$ cat config.mk
export PLATFORM = sky130hd
export DESIGN_NAME = serial_frame_and_line_parser
export DESIGN_NICKNAME = d
export VERILOG_FILES = /design/src/design/sflp_pkg.sv /design/src/design/sflp_front.sv /design/src/design/sflp_queue.sv /design/src/design/sflp_back.sv /design/src/design/serial_frame_and_line_parser.sv
export SDC_FILE = /design/constraint.sdc
export NUM_CORES = 1
export LEC_CHECK = 0
export BUFFER_PORTS_ARGS = -buffer_cell sky130_fd_sc_hd__buf_2
export CAP_MARGIN = 20
export CELL_PAD_IN_SITES_DETAIL_PLACEMENT = 1
export CELL_PAD_IN_SITES_GLOBAL_PLACEMENT = 1
export CORE_MARGIN = 5
export CORE_UTILIZATION = 60
export CTS_BUF_LIST = sky130_fd_sc_hd__clkbuf_2 sky130_fd_sc_hd__clkbuf_4 sky130_fd_sc_hd__clkbuf_8
export DETAILED_ROUTE_END_ITERATION = 10
export GPL_TIMING_DRIVEN = 0
export PLACE_DENSITY_LB_ADDON = 0.1
export SLEW_MARGIN = 0
export SYNTH_ARGS = -nofsm -noshare
export SYNTH_HDL_FRONTEND = slang
export SYNTH_SLANG_ARGS = --single-unit
$ cat constraint.sdc
create_clock -name aclk -period 15.1 [get_ports aclk]
set_input_delay 1.51 -clock aclk [delete_from_list [all_inputs] [get_ports aclk]]
set_output_delay 1.51 -clock aclk [all_outputs]
set_load 0.005 [all_outputs]
$ cat src/design/sflp_pkg.sv
// ----------------------------------------------------------------------------
// sflp_pkg: shared types and constants for the serial frame and line parser
// Frame modes, queue command codes, result kinds, header bytes and the
// damage lookup used to decode shot frames.
// ----------------------------------------------------------------------------
package sflp_pkg;

    // Frame tracking mode of the front end
    typedef enum logic [1:0] {
        MODE_TEXT = 2'd0,
        MODE_SHOT = 2'd1,
        MODE_MSG  = 2'd2
    } mode_t;

    // Commands passed from front end to back end
    typedef enum logic [1:0] {
        CMD_STORE    = 2'd0,  // store one line byte
        CMD_LINE_END = 2'd1,  // store the carriage return, then play the line out
        CMD_SHOT     = 2'd2,  // decode and emit a shot
        CMD_MSG      = 2'd3   // emit a message
    } cmd_op_t;

    typedef struct packed {
        cmd_op_t    op;
        logic [7:0] byte_a;   // second frame byte
        logic [7:0] byte_b;   // third frame byte
        logic [7:0] byte_c;   // current byte
    } cmd_t;

    localparam int CmdWidth = $bits(cmd_t);

    // Result kind codes
    localparam logic [1:0] KIND_SHOT = 2'd0;
    localparam logic [1:0] KIND_MSG  = 2'd1;
    localparam logic [1:0] KIND_TEXT = 2'd2;

    // Special bytes
    localparam logic [7:0] HDR_SHOT   = 8'h0E;
    localparam logic [7:0] HDR_MSG    = 8'h18;
    localparam logic [7:0] CHAR_CR    = 8'h0D;
    localparam logic [7:0] SHOT_LIMIT = 8'd64;

    typedef struct packed {
        logic [1:0] kind;
        logic [6:0] shot_damage;
        logic [1:0] shot_team;
        logic [6:0] shot_player;
        logic [7:0] message_id;
        logic [7:0] message_param;
        logic [7:0] message_control;
        logic [7:0] text_byte;
        logic       last;
    } result_t;

    typedef enum logic [1:0] {
        BK_IDLE = 2'd0,
        BK_READ = 2'd1,
        BK_EMIT = 2'd2
    } back_state_t;

    // Damage lookup, indexed by the low nibble of the shot data byte
    function automatic logic [6:0] damage_lookup(input logic [3:0] idx);
        logic [6:0] dmg;
        case (idx)
            4'd0:    dmg = 7'd1;
            4'd1:    dmg = 7'd2;
            4'd2:    dmg = 7'd4;
            4'd3:    dmg = 7'd5;
            4'd4:    dmg = 7'd7;
            4'd5:    dmg = 7'd10;
            4'd6:    dmg = 7'd15;
            4'd7:    dmg = 7'd17;
            4'd8:    dmg = 7'd20;
            4'd9:    dmg = 7'd25;
            4'd10:   dmg = 7'd30;
            4'd11:   dmg = 7'd35;
            4'd12:   dmg = 7'd40;
            4'd13:   dmg = 7'd50;
            4'd14:   dmg = 7'd75;
            default: dmg = 7'd100;
        endcase
        return dmg;
    endfunction

endpackage

$ cat src/design/sflp_front.sv
// ----------------------------------------------------------------------------
// sflp_front: byte classifier
// Tracks frame and line position for each received byte and issues store,
// line-end, shot and message commands into the queue.
// ----------------------------------------------------------------------------
module sflp_front #(
    parameter int LINE_BUFFER_DEPTH = 64,
    parameter int AW                = 6
) (
    input  logic                 aclk,
    input  logic                 aresetn,
    input  logic                 s_valid,
    output logic                 s_ready,
    input  logic [7:0]           s_rx_byte,
    output logic                 cmd_valid,
    output sflp_pkg::cmd_t       cmd,
    output logic [AW-1:0]        cmd_addr,
    input  logic                 cmd_ready
);

    sflp_pkg::mode_t mode_reg, mode_next;
    logic [AW-1:0]   pos_reg, pos_next;
    logic [7:0]      one_reg, one_next;
    logic [7:0]      two_reg, two_next;
    logic            accept;

    assign s_ready = cmd_ready;
    assign accept  = s_valid && s_ready;

    // State registers
    always_ff @(posedge aclk) begin
        if (!aresetn) begin
            mode_reg <= sflp_pkg::MODE_TEXT;
            pos_reg  <= '0;
            one_reg  <= '0;
            two_reg  <= '0;
        end else begin
            mode_reg <= mode_next;
            pos_reg  <= pos_next;
            one_reg  <= one_next;
            two_reg  <= two_next;
        end
    end

    // Classify the incoming byte
    always_comb begin
        mode_next   = mode_reg;
        pos_next    = pos_reg;
        one_next    = one_reg;
        two_next    = two_reg;
        cmd_valid   = 1'b0;
        cmd.op      = sflp_pkg::CMD_STORE;
        cmd.byte_a  = one_reg;
        cmd.byte_b  = two_reg;
        cmd.byte_c  = s_rx_byte;
        cmd_addr    = pos_reg;
        if (accept) begin
            case (mode_reg)
                sflp_pkg::MODE_SHOT: begin
                    if (pos_reg == AW'(1)) begin
                        if (s_rx_byte == 8'd0) begin
                            one_next = s_rx_byte;
                            pos_next = AW'(2);
                        end else begin
                            mode_next = sflp_pkg::MODE_TEXT;
                            pos_next  = '0;
                        end
                    end else if (pos_reg == AW'(2)) begin
                        if (s_rx_byte < sflp_pkg::SHOT_LIMIT) begin
                            two_next = s_rx_byte;
                            pos_next = AW'(3);
                        end else begin
                            mode_next = sflp_pkg::MODE_TEXT;
                            pos_next  = '0;
                        end
                    end else begin
                        cmd_valid = 1'b1;
                        cmd.op    = sflp_pkg::CMD_SHOT;
                        mode_next = sflp_pkg::MODE_TEXT;
                        pos_next  = '0;
                    end
                end
                sflp_pkg::MODE_MSG: begin
                    if (pos_reg == AW'(1)) begin
                        one_next = s_rx_byte;
                        pos_next = AW'(2);
                    end else if (pos_reg == AW'(2)) begin
                        two_next = s_rx_byte;
                        pos_next = AW'(3);
                    end else begin
                        cmd_valid = 1'b1;
                        cmd.op    = sflp_pkg::CMD_MSG;
                        mode_next = sflp_pkg::MODE_TEXT;
                        pos_next  = '0;
                    end
                end
                default: begin
                    // text mode: headers open a frame and drop the partial line
                    if (s_rx_byte == sflp_pkg::HDR_SHOT) begin
                        mode_next = sflp_pkg::MODE_SHOT;
                        pos_next  = AW'(1);
                    end else if (s_rx_byte == sflp_pkg::HDR_MSG) begin
                        mode_next = sflp_pkg::MODE_MSG;
                        pos_next  = AW'(1);
                    end else if (pos_reg >= AW'(LINE_BUFFER_DEPTH - 1)) begin
                        // overflow: drop the line silently
                        pos_next = '0;
                    end else if (s_rx_byte == sflp_pkg::CHAR_CR) begin
                        cmd_valid = 1'b1;
                        cmd.op    = sflp_pkg::CMD_LINE_END;
                        pos_next  = '0;
                    end else begin
                        cmd_valid = 1'b1;
                        cmd.op    = sflp_pkg::CMD_STORE;
                        pos_next  = pos_reg + AW'(1);
                    end
                end
            endcase
        end
    end

endmodule

$ cat src/design/sflp_queue.sv
// ----------------------------------------------------------------------------
// sflp_queue: small command FIFO
// Register-based queue that decouples the classifier from the back end.
// ----------------------------------------------------------------------------
module sflp_queue #(
    parameter int WIDTH = 8,
    parameter int DEPTH = 4
) (
    input  logic             aclk,
    input  logic             aresetn,
    input  logic             push,
    input  logic [WIDTH-1:0] push_data,
    output logic             full,
    input  logic             pop,
    output logic [WIDTH-1:0] pop_data,
    output logic             empty
);

    localparam int PW = (DEPTH > 1) ? $clog2(DEPTH) : 1;
    localparam int CW = $clog2(DEPTH + 1);

    logic [WIDTH-1:0] entry_reg [DEPTH];
    logic [PW-1:0]    wr_ptr_reg, wr_ptr_next;
    logic [PW-1:0]    rd_ptr_reg, rd_ptr_next;
    logic [CW-1:0]    count_reg, count_next;
    logic             do_push, do_pop;

    assign full     = (count_reg == CW'(DEPTH));
    assign empty    = (count_reg == '0);
    assign do_push  = push && !full;
    assign do_pop   = pop && !empty;
    assign pop_data = entry_reg[rd_ptr_reg];

    // Pointer and count update
    always_comb begin
        wr_ptr_next = wr_ptr_reg;
        rd_ptr_next = rd_ptr_reg;
        count_next  = count_reg;
        if (do_push) begin
            wr_ptr_next = (wr_ptr_reg == PW'(DEPTH - 1)) ? '0 : wr_ptr_reg + PW'(1);
        end
        if (do_pop) begin
            rd_ptr_next = (rd_ptr_reg == PW'(DEPTH - 1)) ? '0 : rd_ptr_reg + PW'(1);
        end
        if (do_push && !do_pop) begin
            count_next = count_reg + CW'(1);
        end else if (do_pop && !do_push) begin
            count_next = count_reg - CW'(1);
        end
    end

    always_ff @(posedge aclk) begin
        if (!aresetn) begin
            wr_ptr_reg <= '0;
            rd_ptr_reg <= '0;
            count_reg  <= '0;
        end else begin
            wr_ptr_reg <= wr_ptr_next;
            rd_ptr_reg <= rd_ptr_next;
            count_reg  <= count_next;
        end
    end

    // Entry storage
    always_ff @(posedge aclk) begin
        if (do_push) begin
            entry_reg[wr_ptr_reg] <= push_data;
        end
    end

endmodule

$ cat src/design/sflp_back.sv
// ----------------------------------------------------------------------------
// sflp_back: command executor
// Holds the line store, decodes shot and message commands and plays completed
// lines out byte by byte through the output register.
// ----------------------------------------------------------------------------
module sflp_back #(
    parameter int LINE_BUFFER_DEPTH = 64,
    parameter int AW                = 6
) (
    input  logic                 aclk,
    input  logic                 aresetn,
    input  logic                 cmd_empty,
    input  sflp_pkg::cmd_t       cmd,
    input  logic [AW-1:0]        cmd_addr,
    output logic                 cmd_pop,
    output logic                 m_valid,
    input  logic                 m_ready,
    output sflp_pkg::result_t    res
);

    logic [7:0]              line_mem [LINE_BUFFER_DEPTH];
    logic [7:0]              rd_data_reg;
    sflp_pkg::back_state_t   state_reg, state_next;
    logic [AW-1:0]           idx_reg, idx_next;
    logic [AW-1:0]           end_reg, end_next;
    logic                    valid_reg, valid_next;
    sflp_pkg::result_t       res_reg, res_next;
    logic                    wr_en;
    logic                    out_free;

    assign out_free = !valid_reg || m_ready;
    assign m_valid  = valid_reg;
    assign res      = res_reg;

    // Line store: write from commands, registered read at the sweep index
    always_ff @(posedge aclk) begin
        if (wr_en) begin
            line_mem[cmd_addr] <= cmd.byte_c;
        end
        rd_data_reg <= line_mem[idx_reg];
    end

    // Control registers
    always_ff @(posedge aclk) begin
        if (!aresetn) begin
            state_reg <= sflp_pkg::BK_IDLE;
            valid_reg <= 1'b0;
            idx_reg   <= '0;
            end_reg   <= '0;
        end else begin
            state_reg <= state_next;
            valid_reg <= valid_next;
            idx_reg   <= idx_next;
            end_reg   <= end_next;
        end
    end

    // Output payload
    always_ff @(posedge aclk) begin
        res_reg <= res_next;
    end

    // Command execution and line playout
    always_comb begin
        state_next = state_reg;
        idx_next   = idx_reg;
        end_next   = end_reg;
        valid_next = valid_reg && !m_ready;
        res_next   = res_reg;
        cmd_pop    = 1'b0;
        wr_en      = 1'b0;
        case (state_reg)
            sflp_pkg::BK_IDLE: begin
                if (!cmd_empty) begin
                    case (cmd.op)
                        sflp_pkg::CMD_STORE: begin
                            wr_en   = 1'b1;
                            cmd_pop = 1'b1;
                        end
                        sflp_pkg::CMD_LINE_END: begin
                            wr_en      = 1'b1;
                            cmd_pop    = 1'b1;
                            idx_next   = '0;
                            end_next   = cmd_addr;
                            state_next = sflp_pkg::BK_READ;
                        end
                        sflp_pkg::CMD_SHOT: begin
                            if (out_free) begin
                                cmd_pop     = 1'b1;
                                valid_next  = 1'b1;
                                res_next    = '0;
                                res_next.kind        = sflp_pkg::KIND_SHOT;
                                res_next.shot_damage =
                                    sflp_pkg::damage_lookup(cmd.byte_c[3:0]);
                                res_next.shot_team   = cmd.byte_c[5:4];
                                res_next.shot_player = {cmd.byte_b[4:0], cmd.byte_c[7:6]};
                                res_next.last        = 1'b1;
                            end
                        end
                        default: begin
                            if (out_free) begin
                                cmd_pop     = 1'b1;
                                valid_next  = 1'b1;
                                res_next    = '0;
                                res_next.kind            = sflp_pkg::KIND_MSG;
                                res_next.message_id      = cmd.byte_a;
                                res_next.message_param   = cmd.byte_b;
                                res_next.message_control = cmd.byte_c;
                                res_next.last            = 1'b1;
                            end
                        end
                    endcase
                end
            end
            sflp_pkg::BK_READ: begin
                // read data for idx_reg lands in rd_data_reg at this edge
                state_next = sflp_pkg::BK_EMIT;
            end
            sflp_pkg::BK_EMIT: begin
                if (out_free) begin
                    valid_next         = 1'b1;
                    res_next           = '0;
                    res_next.kind      = sflp_pkg::KIND_TEXT;
                    res_next.text_byte = rd_data_reg;
                    res_next.last      = (idx_reg == end_reg);
                    if (idx_reg == end_reg) begin
                        state_next = sflp_pkg::BK_IDLE;
                    end else begin
                        idx_next   = idx_reg + AW'(1);
                        state_next = sflp_pkg::BK_READ;
                    end
                end
            end
            default: begin
                state_next = sflp_pkg::BK_IDLE;
            end
        endcase
    end

endmodule

$ cat src/design/serial_frame_and_line_parser.sv
// ----------------------------------------------------------------------------
// serial_frame_and_line_parser: serial frame and text line sorter
// Sorts received serial bytes into shot frames, message frames and text lines.
// ----------------------------------------------------------------------------
// Usage:
//   The s_ channel takes one received byte per transfer (s_rx_byte). The m_
//   channel gives result transfers: a decoded shot, a message, or the bytes
//   of a completed text line in arrival order, carriage return included,
//   with m_last high on the final one. Bytes that finish nothing give no
//   transfer.
//   With the back end idle and the queue empty, a shot or message result
//   passes through the queue entry and then the output register before it
//   shows on m_valid. A line plays out byte by byte: each byte is first
//   read from the line store into its read register, then moved to the
//   output register. Each queued store ahead of a command delays it.
//   While a line plays out, the 4-entry command queue keeps taking bytes,
//   and s_ready drops only when that queue is full.
//   A stalled receiver (m_ready low) holds the output register; the back
//   end then stops at its next result and the queue fills behind it.
//   Reset (aresetn low, synchronous) empties the queue and output register
//   and returns to text mode with an empty line. The line store is not
//   cleared; only bytes written since the line began are ever read.
// ----------------------------------------------------------------------------
module serial_frame_and_line_parser #(
    parameter int LINE_BUFFER_DEPTH = 64
) (
    input  logic       aclk,
    input  logic       aresetn,
    input  logic       s_valid,
    output logic       s_ready,
    input  logic [7:0] s_rx_byte,
    output logic       m_valid,
    input  logic       m_ready,
    output logic [1:0] m_kind,
    output logic [6:0] m_shot_damage,
    output logic [1:0] m_shot_team,
    output logic [6:0] m_shot_player,
    output logic [7:0] m_message_id,
    output logic [7:0] m_message_param,
    output logic [7:0] m_message_control,
    output logic [7:0] m_text_byte,
    output logic       m_last
);

    localparam int AW     = $clog2(LINE_BUFFER_DEPTH);
    localparam int QWIDTH = AW + sflp_pkg::CmdWidth;

    logic                 push_valid;
    sflp_pkg::cmd_t       push_cmd;
    logic [AW-1:0]        push_addr;
    logic                 q_full;
    logic                 q_empty;
    logic                 q_pop;
    logic [QWIDTH-1:0]    q_data;
    sflp_pkg::cmd_t       pop_cmd;
    logic [AW-1:0]        pop_addr;
    sflp_pkg::result_t    res;

    // Byte classifier
    sflp_front #(
        .LINE_BUFFER_DEPTH(LINE_BUFFER_DEPTH),
        .AW(AW)
    ) u_front (
        .aclk(aclk),
        .aresetn(aresetn),
        .s_valid(s_valid),
        .s_ready(s_ready),
        .s_rx_byte(s_rx_byte),
        .cmd_valid(push_valid),
        .cmd(push_cmd),
        .cmd_addr(push_addr),
        .cmd_ready(!q_full)
    );

    // Command queue
    sflp_queue #(
        .WIDTH(QWIDTH),
        .DEPTH(4)
    ) u_queue (
        .aclk(aclk),
        .aresetn(aresetn),
        .push(push_valid),
        .push_data({push_addr, push_cmd}),
        .full(q_full),
        .pop(q_pop),
        .pop_data(q_data),
        .empty(q_empty)
    );

    assign pop_addr = q_data[QWIDTH-1 -: AW];
    assign pop_cmd  = sflp_pkg::cmd_t'(q_data[sflp_pkg::CmdWidth-1:0]);

    // Executor and output register
    sflp_back #(
        .LINE_BUFFER_DEPTH(LINE_BUFFER_DEPTH),
        .AW(AW)
    ) u_back (
        .aclk(aclk),
        .aresetn(aresetn),
        .cmd_empty(q_empty),
        .cmd(pop_cmd),
        .cmd_addr(pop_addr),
        .cmd_pop(q_pop),
        .m_valid(m_valid),
        .m_ready(m_ready),
        .res(res)
    );

    assign m_kind            = res.kind;
    assign m_shot_damage     = res.shot_damage;
    assign m_shot_team       = res.shot_team;
    assign m_shot_player     = res.shot_player;
    assign m_message_id      = res.message_id;
    assign m_message_param   = res.message_param;
    assign m_message_control = res.message_control;
    assign m_text_byte       = res.text_byte;
    assign m_last            = res.last;

endmodule

## Word-level counts from Yosys, hierarchy flattened

Memory sizes are Yosys's and may differ from the RTL's. A register that Yosys moved wholly into a read port is not among the register bits.
Index checks and enable logic that the tools add are counted.

- Add/sub/neg operators: 6
- Magnitude comparators: 2
- Equal/unequal tests: 32
- Mux-type cells: 84
- Bitwise operators: 1
- Reduce and logical (&&, ||, !) cells: 30

Operator list:

| kind | number |
|---|---|
| 51-bit 2-to-1 mux | 4 |
| 51-bit case mux with 2 select lines | 2 |
| 8-bit 2-to-1 mux | 8 |
| 6-bit 2-to-1 mux | 10 |
| 2-bit 2-to-1 mux | 27 |
| 8-bit case mux with 2 select lines | 2 |
| 6-bit case mux with 2 select lines | 2 |
| 1-bit 2-to-1 mux | 23 |
| 8-bit by 4-bit == test with 1-bit output (second input constant) | 2 |
| 2-bit by 1-bit != test with 1-bit output (second input constant) | 8 |
| 5-bit AND reduction | 3 |
| 2-bit != test (second input constant) | 7 |
| 6-bit by 1-bit adder with 6-bit output (second input constant) | 2 |
| 2-bit == test (second input constant) | 5 |
| 8-bit by 5-bit == test with 1-bit output (second input constant) | 1 |
| 8-bit zero test | 1 |
| 8-bit by 7-bit < comparator with 1-bit output (second input constant) | 1 |
| 2-bit case mux with 2 select lines | 2 |
| 7-bit AND reduction | 1 |
| 2-bit by 1-bit == test with 1-bit output (second input constant) | 3 |
| 6-bit by 1-bit == test with 1-bit output (second input constant) | 1 |
| 6-bit by 2-bit == test with 1-bit output (second input constant) | 1 |
| 6-bit == test | 1 |
| 6-bit >= comparator (second input constant) | 1 |
| other kinds (20) | 37 |

- Bits in registers: 97
- Bits in writable memories: 640
- Memory bits (read-only): 112
- Input bits: 12
- Output and inout bits: 53
- Word-level logic and storage cells: 178
- Memories kept: 3

Memory list:

| memory | words | width | read ports | clocked after Yosys merged registers in | write ports | RTL line | RTL |
|---|---|---|---|---|---|---|---|
| u_back.line_mem | 64 | 8 | 1 | 1 | 1 | sflp_back.sv:21 | `logic [7:0] line_mem [LINE_BUFFER_DEPTH];` |
| u_queue.entry_reg | 4 | 32 | 1 | 1 | 1 | sflp_queue.sv:22 | `logic [WIDTH-1:0] entry_reg [DEPTH];` |
| (name not given) | 16 | 7 | 1 | 0 | 0 | sflp_pkg.sv:64 | `case (idx)` |

## Logic depth before layout (Yosys ltp)

- Depth in word-level cells: 11
- Gate-level depth with buffers: 12
- Gate-level depth less buffers: 12

## By module

A second synthesis with hierarchy kept.

- Cells, all modules: 1619
- Area, all modules: 29811.1 um^2

By module, submodules not included:

| module | instances | cells each | area each (um^2) | sequential area each (um^2) |
|---|---|---|---|---|
| sflp_back | 1 | 1206 | 23063.4 | 17366.7 |
| sflp_queue | 1 | 218 | 5138.7 | 4023.9 |
| sflp_front | 1 | 194 | 1605.3 | 480.5 |
| serial_frame_and_line_parser | 1 | 1 | 3.8 | 0.0 |

## Worst setup path after synthesis

Ideal clock, no wire load.

- Path kind: input to register
- From: input port m_ready
- To: register u_back.res_reg (netlist bit u_back.res[0]), enable pin
- Setup time: 0.523 ns
- Arrival: 5.105 ns
- Data required time: 14.577 ns
- Slack: 9.472 ns
- Stages: 2
- Buffers on the path: 0
- Cell sequence: nor2b_1 -> nor3_1

- Word-level cells in the longest chain between the ends: 3
- Elaborated cells between the ends (all ways): 4
- Classes of those cells: 2 x eq/ne; 2 x reduce/logical

RTL lines:

| item | RTL line | RTL |
|---|---|---|
| start: declaration | serial_frame_and_line_parser.sv:33 | `input logic m_ready,` |
| 1-bit logical OR (*) | sflp_back.sv:31 | `assign out_free = !valid_reg \|\| m_ready;` |
| 2-bit by 1-bit != test with 1-bit output (no source line) | - |  |
| 5-bit AND reduction (no source line) (*) | - |  |
| end signal: assignment | sflp_back.sv:60 | `res_reg <= res_next;` |
| end: declaration | sflp_back.sv:27 | `sflp_pkg::result_t res_reg, res_next;` |

Mark *: on every way between the ends. The rest lies on a longest branch, timed or not.
A chain may end at the register's enable or synchronous reset.

==> results.md <==
Run status:
- The run finished with clean final reports.

Clock network:
- The quantity of gates resized following cts is 0.
- In this run the number of H-tree levels came out at 3.
- The post-CTS repair timing setup buffer count is 0.
- The clock passes through at most 3 buffers.
- The CTS tree is yes.
- Buffers inserted to repair hold after CTS numbered 0.
- Clock-pin slew was measured on the worst setup and hold paths at 60 ps.
- The number of clock buffers added by TritonCTS is 115.
- The later-pin clock latency in the skew report is 750 ps.
- The cell sitting at the root of the clock tree is a sky130_fd_sc_hd__clkbuf_8.
- The TritonCTS sink count is 747.

Finish:
- The number of fill cells in the layout is 4048.
- The post-route netlist has 25.5% of its cells at a drive strength greater than 1.
- The core utilization of the finished layout is 67.7%.
- In the layout the commonest cells are sky130_fd_sc_hd__edfxtp_1, sky130_fd_sc_hd__mux4_2, sky130_fd_sc_hd__clkbuf_8.
- The count of cells in the finished layout, fillers not included, comes to 2456.
- The final cell area excluding filler cells is 32900 sq um.
- The flip-flop count of the largest register, all copies and words added is 512.
- The number of diodes is 0.
- The area growth from synthesis to layout is 12.3%.
- The area taken by flip-flops and latches is 21900 sq um.
- After the last flow step, the layout net total stands at 1774.
- The total area of multi-input combinational cells is 6950 sq um.
- The library cell used most frequently in the layout, excluding fill and tap cells, is sky130_fd_sc_hd__edfxtp_1.

Die:
- The total die area is 53300 sq um.
- 65 I/O pins were placed.
- The floorplan has 81 rows.
- The die height is 231 um.
- The die width is 231 um.
- In this run the standard cell core region covers 48500 sq um.
- For this configuration, the core starts out at a cell density of 60.2%.

STA:
- On the final layout, the worst clock skew is 49.6 ps.
- The count of final max-slew check failures is 0.
- The total setup violations reported at the end of the flow is 0.
- The final cycle utilization of the critical path is 24.9%.
- The tightest slew margin relative to the limit is 24.8%.
- Static timing analysis puts the maximum clock frequency at 266 MHz.
- Hold is met by 475 ps.
- The number of hold violations in the final report is 0.
- In the final timing run, aggregate negative setup slack is 0 ps.
- The post-layout minimum cycle time is 3750 ps.
- The slew of the pin with the lowest slew margin is 1120 ps.
- Setup repair after global routing left no endpoint under its margin.
- The final worst-path setup slack is 11350 ps.

Pwr:
- Total power for the finished layout comes to 5.77 mW.
- The internal portion of the total power is 4.05 mW.
- The worst IR drop on VDD is 0.119 mV.
- The static leakage power is 10.6 nW.
- The switching power of the nets is 1.72 mW.
- The share of power burned in registers is 47.4%.
- The ratio of total power to cell area is 175 nW/um^2.
- Combinational cells account for 23.8% of the total power.
- Net switching is 29.8% of the power.
- The part of the power in the clock network is 28.9%.

Critical path:
- Of all nets on the critical path, the largest fanout is 10.
- The cell type of the slowest stage on the worst timing path is sky130_fd_sc_hd__nor2_1.
- The critical path's largest stage delay is 830 ps.
- The critical path goes through clkbuf_1 > mux4_2 > nand2b_1 > or3_1 > clkbuf_1 > nor2_1.
- The endpoint required time on the critical path is 15450 ps.
- At the worst endpoint, the arrival time is 4100 ps.
- The most frequent cell on the critical path is sky130_fd_sc_hd__clkbuf_1.
- Counting both buffers and inverters, the worst setup path holds a total of 2.
- The worst setup path is of the flop to flop kind.
- The critical path's top delay family is simple AND/OR/NAND/NOR gates.
- The critical path endpoint category is a flop.
- The worst setup path is launched from a flop.

Global routing:
- The pin count of the biggest net entering global routing is 67.
- The total routing resource utilization after global routing is 29.6%.
- The first-pass GRT wire length is 115000 um.
- For this run the aggregate overflow at the end of global routing stands at 0.
- The via count of the first global-routing pass is 17215.
- The number of antenna violations at the first check in global routing is 2.

Logic synthesis:
- The cell area after synthesis is 29200 sq um.
- Counting flops with an async set or reset pin after synthesis yields a share of 0%.
- In this run, synthesis produced a sequential element count of 747.
- The mean area per synthesized cell is 18.8 sq um.
- The sequential-to-total area share from yosys stat is 74.8%.
- The most used flip-flop cell after synthesis is sky130_fd_sc_hd__edfxtp_1.
- In this run, distinct cell masters in the synthesized netlist total 73.
- Of all cell types, the one taking the most synthesized area is sky130_fd_sc_hd__edfxtp_1.
- Counting every net in the synthesized netlist gives 1580.
- The cell count after synthesis came out at 1552.
- For this run, the number of Yosys warnings is 0.
- The top cell type by area accounts for 71.0% of the synthesized area.
- Sorting the synthesized cells by area gives the leading types as sky130_fd_sc_hd__edfxtp_1, sky130_fd_sc_hd__mux4_2, sky130_fd_sc_hd__dfxtp_1, sky130_fd_sc_hd__mux2i_1, sky130_fd_sc_hd__nor2_1.
- The count of flip-flops with a built-in enable after synthesis is 691.

Place:
- Including well taps, the total number of placed cells is 2250.
- The last weighted congestion value of the routability-driven placer is 0.874.
- The total half-perimeter wirelength after legalization and detailed placement is 50800 um.
- The minimum setup slack after placement is 11040 ps.
- Buffers placed on the I/O ports in this run total 64.
- The placed instances occupy a cell area of 30600 sq um.

Routing:
- After detailed routing, the total wire length is 77200 um.
- Using the TritonRoute via totals, the vias-per-cell ratio works out to 6.59.
- The via count of the routed design is 16193.
- The post-detailed-route DRC marker count is 0.
- The count of routing violations after the opening detailed-route iteration is 2022.
- Before antenna repair, the detailed router went through 5 iterations.
- Once detail routing completed, the nets flagged for antenna violations numbered 0.
- The per-cell routed wire length is 31.4 um.

Min path:
- In this run the worst hold path is classified as flop to flop.

Run:
- The number of max-cap violations is 0.
worst paths after layout:
| check | start | to | slack (ps) | cells past startpoint |
|---|---|---|---|---|
| worst max-delay path | flop | u_back.line_mem[12][1]$_DFFE_PP_ | 11350 | 6 |
| worst min-delay path | u_back.end_reg[4]$_SDFFE_PN0P_ | u_back.end_reg[4]$_SDFFE_PN0P_ | 470 | 2 |
| worst max register to register | flop | u_back.line_mem[12][1]$_DFFE_PP_ | 11350 | 6 |
| worst min register to register | u_back.end_reg[4]$_SDFFE_PN0P_ | u_back.end_reg[4]$_SDFFE_PN0P_ | 470 | 2 |
power groups by stage:
stage	clock network (mW)	registers, mW	logic [mW]
6_report	1.67	2.73	1.37
5_1_grt	1.80	2.74	1.45
4_1_cts	1.68	2.73	1.36
3_5_place_dp	0	2.77	1.35
3_3_place_gp	0	2.79	1.23
2_1_floorplan	0	2.77	0.778
cells in the mapped netlist (3+ instances only):
cell and count:
sky130_fd_sc_hd__ha_1 15, sky130_fd_sc_hd__clkbuf_1 43, sky130_fd_sc_hd__mux2_2 3, sky130_fd_sc_hd__nand4_1 4
sky130_fd_sc_hd__nor4_1 4, sky130_fd_sc_hd__mux2i_1 44, sky130_fd_sc_hd__o22ai_1 3, sky130_fd_sc_hd__nand3_1 30
sky130_fd_sc_hd__a22oi_1 40, sky130_fd_sc_hd__and2_1 14, sky130_fd_sc_hd__o2111ai_1 5, sky130_fd_sc_hd__a211oi_1 11
sky130_fd_sc_hd__a2111o_1 3, sky130_fd_sc_hd__xnor2_1 8, sky130_fd_sc_hd__a21oi_1 27, sky130_fd_sc_hd__o22a_1 5
sky130_fd_sc_hd__nand2_1 62, sky130_fd_sc_hd__a221o_1 6, sky130_fd_sc_hd__nor2_1 97, sky130_fd_sc_hd__o31ai_1 5
sky130_fd_sc_hd__edfxtp_1 691, sky130_fd_sc_hd__nand3b_1 4, sky130_fd_sc_hd__nor3_1 8, sky130_fd_sc_hd__xor2_1 4
sky130_fd_sc_hd__nand2b_1 10, sky130_fd_sc_hd__buf_1 9, sky130_fd_sc_hd__inv_1 16, sky130_fd_sc_hd__mux4_1 3
sky130_fd_sc_hd__dfxtp_1 56, sky130_fd_sc_hd__buf_2 24, sky130_fd_sc_hd__nor2_2 6, sky130_fd_sc_hd__and3_1 37
sky130_fd_sc_hd__a21o_1 3, sky130_fd_sc_hd__o221ai_1 4, sky130_fd_sc_hd__or2_2 4, sky130_fd_sc_hd__or3_1 14
sky130_fd_sc_hd__mux4_2 147, sky130_fd_sc_hd__nor2b_1 16, sky130_fd_sc_hd__o21ai_0 23
final cells by class:
| type | count | share of cell area, % |
|---|---|---|
| timing repair buffer | 77 | 1.65 |
| sequential | 747 | 66.6 |
| buffer | 81 | 1.13 |
| clock buffer | 177 | 6.50 |
| multi-input combinational | 708 | 21.2 |
| tap | 622 | 2.37 |
| clock inverter | 28 | 0.434 |
| inverter | 16 | 0.183 |
per-layer routing:
layer / up-vias / track usage [%] / share of wire, %
met2: 797 / 46.5 / 48
met3: 171 / 6.47 / 8.0
met5: - / 0 / 0
li1: 6692 / - / -
met4: 0 / 10.2 / 3.7
met1: 8533 / 42.0 / 40
worst register-to-register path, delay by kind of cell (launching register included):
family / cells / cell delay [ps]
flip-flops: 1 / 440
multiplexers: 1 / 560
buffers and inverters: 2 / 930
AND/OR/NAND/NOR: 3 / 1470
kinds of logic (layout without fill, tap and decap cells):
kind of cell,Yosys count,count (layout),share of synthesized area (%)
adder cells (fa/ha/maj),16,16,0.710
buffers and inverters,97,379,1.48
AND/OR/NAND/NOR,329,329,5.72
flip-flops,747,747,74.8
XOR/XNOR,12,12,0.359
AO/OA/AOI/OAI,154,154,3.73
multiplexers,197,197,13.2
No activity file was read; power rests on OpenSTA's default activity.
